==> config.mk <==
export PLATFORM = sky130hd
export DESIGN_NAME = dtp_div
export DESIGN_NICKNAME = d
export VERILOG_FILES = /design/src/design/dtp_div.sv
export SDC_FILE = /design/constraint.sdc
export NUM_CORES = 1
export LEC_CHECK = 0
export ABC_AREA = 1
export BUFFER_PORTS_ARGS = -buffer_cell sky130_fd_sc_hd__buf_2
export CAP_MARGIN = 15
export CORE_MARGIN = 2
export CORE_UTILIZATION = 49
export DETAILED_ROUTE_END_ITERATION = 7
export PLACE_DENSITY = 0.77
export SYNTH_ARGS = -nofsm -noshare
export SYNTH_HDL_FRONTEND = slang
export SYNTH_SLANG_ARGS = --single-unit
==> constraint.sdc <==
create_clock -name aclk -period 1.66 [get_ports aclk]
set_input_delay 0.083 -clock aclk [delete_from_list [all_inputs] [get_ports aclk]]
set_output_delay 0.083 -clock aclk [all_outputs]
set_load 0.02 [all_outputs]
==> src/design/dtp_div.sv <==
// ----------------------------------------------------------------------------
// dtp_div: iterative restoring divider
// Produces one quotient bit per cycle; done pulses when quotient and
// remainder are ready, and they hold until the next start.
// ----------------------------------------------------------------------------
module dtp_div #(
    parameter int NUM_W = 24,
    parameter int DEN_W = 16
) (
    input  logic             aclk,
    input  logic             aresetn,
    input  logic             start,
    input  logic [NUM_W-1:0] numer,
    input  logic [DEN_W-1:0] denom,
    output logic             done,
    output logic [NUM_W-1:0] quot,
    output logic [DEN_W-1:0] remd
);

    localparam int CNT_W = $clog2(NUM_W + 1);

    logic             busy_reg, busy_next;
    logic             done_reg, done_next;
    logic [CNT_W-1:0] cnt_reg, cnt_next;
    logic [NUM_W-1:0] num_reg, num_next;
    logic [DEN_W-1:0] rem_reg, rem_next;
    logic [DEN_W-1:0] den_reg, den_next;
    logic [DEN_W:0]   shifted;
    logic [DEN_W:0]   diff;
    logic             fits;

    assign shifted = {rem_reg, num_reg[NUM_W-1]};
    assign diff    = shifted - {1'b0, den_reg};
    assign fits    = shifted >= {1'b0, den_reg};

    always_comb begin
        busy_next = busy_reg;
        done_next = 1'b0;
        cnt_next  = cnt_reg;
        num_next  = num_reg;
        rem_next  = rem_reg;
        den_next  = den_reg;
        if (start) begin
            busy_next = 1'b1;
            cnt_next  = CNT_W'(NUM_W);
            num_next  = numer;
            rem_next  = '0;
            den_next  = denom;
        end else if (busy_reg) begin
            // Shift the next numerator bit in and subtract when it fits.
            rem_next = fits ? diff[DEN_W-1:0] : shifted[DEN_W-1:0];
            num_next = {num_reg[NUM_W-2:0], fits};
            cnt_next = cnt_reg - 1'b1;
            if (cnt_reg == CNT_W'(1)) begin
                busy_next = 1'b0;
                done_next = 1'b1;
            end
        end
    end

    always_ff @(posedge aclk) begin
        if (!aresetn) begin
            busy_reg <= 1'b0;
            done_reg <= 1'b0;
            cnt_reg  <= '0;
        end else begin
            busy_reg <= busy_next;
            done_reg <= done_next;
            cnt_reg  <= cnt_next;
        end
        num_reg <= num_next;
        rem_reg <= rem_next;
        den_reg <= den_next;
    end

    assign done = done_reg;
    assign quot = num_reg;
    assign remd = rem_reg;

endmodule

==> results of run 1 <==
## worst max-delay path by stage
| stage | start | endpoint | slack (ns) | depth (start not counted) |
|---|---|---|---|---|
| after floorplan | quot[23]$_DFFE_PP_ | remd[14]$_SDFFE_PP0P_ | -0.10 | 13 |
| after global routing | den_reg[5]$_DFFE_PP_ | remd[2]$_SDFFE_PP0P_ | -0.29 | 13 |
| after detailed placement | den_reg[14]$_DFFE_PP_ | quot[0]$_DFFE_PP_ | -0.19 | 8 |
| after global placement | den_reg[14]$_DFFE_PP_ | quot[0]$_DFFE_PP_ | -0.22 | 8 |
| after CTS | den_reg[5]$_DFFE_PP_ | quot[0]$_DFFE_PP_ | -0.14 | 11 |
| final | den_reg[5]$_DFFE_PP_ | remd[6]$_SDFFE_PP0P_ | -0.15 | 13 |
## logic make-up after synthesis
kind of cell / after synthesis / share of synthesized area [%]
AO/OA/AOI/OAI: 18 / 3.149
XOR/XNOR: 7 / 1.624
adder cells (fa/ha/maj): 19 / 6.497
buffers and inverters: 81 / 9.115
flip-flops: 63 / 44.02
AND/OR/NAND/NOR: 293 / 35.60
## worst max-delay path, stage by stage, from the launching register on
cell,delay [ns]
edfxtp_1,0.41
inv_2,0.09
ha_4,0.20
nand2_2,0.06
inv_2,0.04
nand2_2,0.08
nor2_4,0.05
nand3_4,0.06
nand2_4,0.07
nor2_8,0.25
buf_12,0.17
nand3b_1,0.07
nand3_1,0.09
nand2_1,0.06
## per-layer routing
metal / wire [um] / GRT usage, % / share of wire [%]
met5: 0 / 0 / 0
met4: 167 / 7.090 / 1.7
met3: 487 / 3.615 / 4.9
met2: 4874 / 41.54 / 49
met1: 4417 / 33.63 / 44
## timing repair
item                                   CTS  global route
cloned                                   1             0
gates resized for setup                 23            23
hold buffers                            20             0
endpoints found under the hold margin   21             0
setup endpoints to repair               17            17
buffers inserted                         3             0
pin swaps                               17            15
## stage by stage
stage	setup TNS [ns]	util (%)
finish	-1.994	72.35
global route	-3.953	72.35
CTS	-1.897	71.12
detailed placement	-2.765	64.08
global placement	-2.885	64.08
floorplan	-0.5602	-
## layout make-up
class                   instances  area [um2]
clock buffers                   9       123.9
flip-flops and latches         63        1683
clock inverters                 7       72.57
inverters                      70       262.8
well taps                     102       127.6
fillers                       601        2103
multi-input cells             338        2130
repair buffers                161        1105
## layout by cell type, fill, tap and decap left out, types with 8 or more instances in the layout
cell type and instances:
nand2_1 186, buf_2 83, inv_1 53, buf_4 53, edfxtp_1 40, nand2_2 26, nand3_1 23, dlygate4sd3_1 20
inv_2 17, nand3b_1 17, ha_4 14, dfxtp_2 14, nor2_1 11, clkbuf_8 9, dfxtp_1 8
## power by group through the flow
stage / clock [W] / sequential, W / combinational [W]
floorplan: 0 / 0.00195 / 0.000346
global placement: 0 / 0.00187 / 0.000694
detailed placement: 0 / 0.00187 / 0.000710
CTS: 0.00137 / 0.00184 / 0.000775
global route: 0.00145 / 0.00186 / 0.000871
finish: 0.00136 / 0.00185 / 0.000800
==> impl_metrics.tcl, run 1 <==
set metrics [dict create \
    synth_common_cells "nand2_1 (198), inv_1 (65), edfxtp_1 (40)" \
    drt_iter0_drc 265 \
    critPathLaunchType "register" \
    largest_reg_flops 24 \
    dp_slack_ns -0.1935 \
    worst_hold_slack_ns 0.004451 \
    ant_nets 0 \
    intPower_w 0.002831 \
    dp.cells 710 \
    die-area_um2 8422 \
    grt_pass1_vias 3629 \
    layout-drive-gt1-share_pct 40.28 \
    r2r-end "remd[6]$_SDFFE_PP0P_" \
    worstMarginPinSlew_ns 0.4688 \
    critical_path_class "reg -> reg" \
    finalMaxSlewViolations 0 \
    placed_cell_area_um2 4875 \
    clock_sinks 63 \
    place.port_buffers 83 \
    fmax_mhz 551.4 \
    ys_ff_latch 63 \
    area_delta_synth_final_pct 45.81 \
    syn_inst 481 \
    num_rows 32 \
    insertion_delay_ns 0.35 \
    hpwl_um 7294 \
    hp-class "in -> reg" \
    cts_tree "done" \
    end_kind "register" \
    fin_ws_ns -0.1535 \
    power_density_nw_per_um2 727.4 \
    ys_types 36 \
    ys.flop_type "edfxtp_1" \
    async_flop_share_pct 0 \
    syn-num-nets 543 \
    power.total_w 0.004003 \
    clockBufferDepth 2 \
    drt_wl_total_um 9946 \
    setup_viol 17 \
    grt_setup_unrepaired "yes" \
    reg2reg_slack_ns -0.15 \
    io_pins 84 \
    vdd_drop_max_v 0.0006213 \
    fin_crit_sh_pct 109.2 \
    globalRouteOverflowTotal 0 \
    nets 705 \
    combPwrFrac_pct 20.0 \
    finalClockSkew_ns 0.009842 \
    vias 3625 \
    grt.total_usage_pct 24.83 \
    worst_slew_margin_rel_pct 68.70 \
    post_drt_via_cell_ratio 4.833 \
    syn_area_um2 3775 \
    clk_pin_slew_ns 0.08 \
    reg2reg_from "den_reg[5]$_DFFE_PP_" \
    route.detailed.drc 0 \
    synth_area_leader_cell "edfxtp_1" \
    hold_path_depth 3 \
    ys_warn_count 0 \
    worstRegToRegCells 13 \
    synth_area_per_cell_um2 7.848 \
    maxCapViolCount 0 \
    fin_area_um2 5504 \
    synth_edf_count 40 \
    place_congestion 0.9297 \
    firstDrtPassIters 5 \
    p_seq_share_pct 46.1 \
    status "finished with violations" \
    hold_end "quot[15]$_DFFE_PP_" \
    leakagePower_nw 2.826 \
    floorplan.initialDensity_pct 49.62 \
    die_w_um 91.77 \
    switching_share_pct 29.28 \
    hold_violations 0 \
    switchingPower_w 0.001172 \
    violations "negative setup slack" \
    cts_made_buffers 9 \
    ys_seq_area_share_pct 44.02 \
    n_antenna_cell 0 \
    antenna_found_initial 0 \
    cts_root_buffer "clkbuf_8" \
    synth_area_leaders "edfxtp_1 (32%), nand2_1 (20%), dfxtp_1 (12%)" \
    fin_cells 750 \
    grt_max_degree 34 \
    synth_top_cell_area_share_pct 31.82 \
    required_ns 1.89 \
    clock_power_share_pct 33.9 \
    cp_max_fo 8 \
    min_period_ns 1.814 \
    coreArea_um2 7607 \
    dieHeight_um 91.77 \
    worstPathArrival_ns 2.05 \
    grt_pass1_wl_um 16680 \
    yosys.cell_count.top_type "nand2_1" \
    hold_start "numer[15]" \
    wl_per_cell_um 13.26 \
    cts_max_level 3 \
]
Power figures use the tool's default switching activity.
==> inputs of run 2 (changes only) <==
CORE_ASPECT_RATIO = 0.7   (was unset)
==> impl_metrics.tcl, run 2 (synthesized netlist as in run 1, its figures left out) <==
set metrics [dict create \
    setup_viol 17 \
    placed_cell_area_um2 4930 \
    cts_tree "done" \
    cp_max_fo 5 \
    fillers 482 \
    vias 4013 \
    fin_ws_ns -0.2592 \
    die_w_um 108.9 \
    num_rows 26 \
    coreArea_um2 7385 \
    hp-class "in -> reg" \
    end_kind "register" \
    hold_path_depth 3 \
    final_common_cell "nand2_1" \
    reg2reg_from "den_reg[14]$_DFFE_PP_" \
    r2r-end "remd[4]$_SDFFE_PP0P_" \
    power_density_nw_per_um2 727.5 \
    grt_setup_unrepaired "yes" \
    required_ns 1.91 \
    combPwrFrac_pct 21.3 \
    grt_pass1_wl_um 18340 \
    route.detailed.drc 0 \
    largest_reg_flops 24 \
    layout-drive-gt1-share_pct 39.10 \
    worst_slew_margin_rel_pct 69.21 \
    nets 727 \
    hpwl_um 7635 \
    fmax_mhz 521.1 \
    grt.total_usage_pct 28.46 \
    die-area_um2 8433 \
    place_congestion 0.9513 \
    hold_start "numer[16]" \
    status "finished with violations" \
    clock_sinks 63 \
    area_delta_synth_final_pct 48.86 \
    ant_nets 0 \
    post_drt_via_cell_ratio 5.225 \
    antenna_found_initial 0 \
    hold_violations 0 \
    firstDrtPassIters 6 \
    floorplan.initialDensity_pct 51.12 \
    fin_area_um2 5619 \
    globalRouteOverflowTotal 0 \
    critical_path_class "reg -> reg" \
    n_antenna_cell 0 \
    finalClockSkew_ns 0.01041 \
    maxCapViolCount 0 \
    drt_iter0_drc 361 \
    violations "negative setup slack" \
    critPathLaunch "den_reg[14]$_DFFE_PP_" \
    place.port_buffers 83 \
    worstRegToRegCells 10 \
    clk_pin_slew_ns 0.08 \
    finalMaxSlewViolations 0 \
    insertion_delay_ns 0.36 \
    min_period_ns 1.919 \
    cts_made_buffers 9 \
    fin_crit_sh_pct 115.6 \
    cts_root_buffer "clkbuf_8" \
    worstMarginPinSlew_ns 0.4612 \
    critPathLaunchType "register" \
    power.total_w 0.004088 \
    vdd_drop_max_v 0.0005213 \
    switchingPower_w 0.001222 \
    clockBufferDepth 2 \
    dieHeight_um 77.44 \
    leakagePower_nw 2.913 \
    io_pins 84 \
    hold_end "quot[16]$_DFFE_PP_" \
    worstPathArrival_ns 2.17 \
    intPower_w 0.002867 \
    grt_max_degree 30 \
    wl_per_cell_um 15.73 \
    grt_pass1_vias 3874 \
    switching_share_pct 29.88 \
    clock_power_share_pct 33.5 \
    p_seq_share_pct 45.2 \
    reg2reg_slack_ns -0.26 \
    cts_max_level 3 \
    layout_common_cells "nand2_1 (190), buf_2 (83), buf_4 (64)" \
    drt_wl_total_um 12080 \
]
==> run 2: worst max-delay path, cell delays in order, from the launching register on <==
cell	delay, ns
edfxtp_1	0.40
inv_2	0.09
ha_4	0.21
a21oi_4	0.17
o21a_1	0.21
nand2_4	0.08
nor2_8	0.22
buf_6	0.15
nand3b_1	0.13
nand3_1	0.11
nand2_1	0.05
==> run 2: routing by layer <==
layer	GRT usage, %	part of all wire [%]	vias up	routed length [um]
met2	45.28	47	199	5694
met3	7.143	8.0	51	971
li1	-	-	1891	-
met4	11.28	3.5	0	420
met1	37.06	41	1872	4995
met5	0	0	-	0
==> run 2: how the worst max path moves through the flow <==
| stage | end | slack (ns) |
|---|---|---|
| after CTS | remd[4]$_SDFFE_PP0P_ | -0.16 |
| after detailed placement | remd[4]$_SDFFE_PP0P_ | -0.23 |
| final | remd[4]$_SDFFE_PP0P_ | -0.26 |
| after global routing | remd[4]$_SDFFE_PP0P_ | -0.29 |
| after global placement | remd[4]$_SDFFE_PP0P_ | -0.23 |
| after floorplan | remd[14]$_SDFFE_PP0P_ | -0.10 |
==> run 2: power by group through the flow <==
stage	clock network (W)	logic [W]	registers, W
2_1_floorplan	0	0.000346	0.00195
3_3_place_gp	0	0.000707	0.00187
3_5_place_dp	0	0.000728	0.00187
4_1_cts	0.00138	0.000817	0.00184
5_1_grt	0.00143	0.000930	0.00186
6_report	0.00137	0.000872	0.00185
==> run 2: final cells by class <==
class / instances / area (um2) / share of cell area [%]
clock inverter: 7 / 72.57 / 1.291
clock buffer: 9 / 123.9 / 2.204
tap: 98 / 122.6 / 2.182
timing repair buffer: 184 / 1299 / 23.11
multi-input combinational: 337 / 2056 / 36.58
sequential: 63 / 1683 / 29.95
inverter: 70 / 262.8 / 4.676
==> run 2: timing repair <==
item,CTS,global route
endpoints found under the setup margin,17,17
gates cloned,0,0
hold buffers,32,0
buffers inserted,5,1
resized for setup,17,16
pin swaps,14,5
hold endpoints to repair,34,0
==> run 2: through the flow <==
step	utilization, %	hold slack (ns)	worst slack (ns)	instances	TNS [ns]
2_1_floorplan	-	0.1819	-0.1025	481	-0.5602
3_3_place_gp	66.76	0.2593	-0.2301	714	-2.561
3_5_place_dp	66.76	0.2611	-0.2343	714	-2.866
4_1_cts	75.16	0.00004266	-0.1565	767	-2.074
5_1_grt	76.09	0.01077	-0.2858	768	-4.034
6_report	76.09	0.01285	-0.2592	768	-3.058
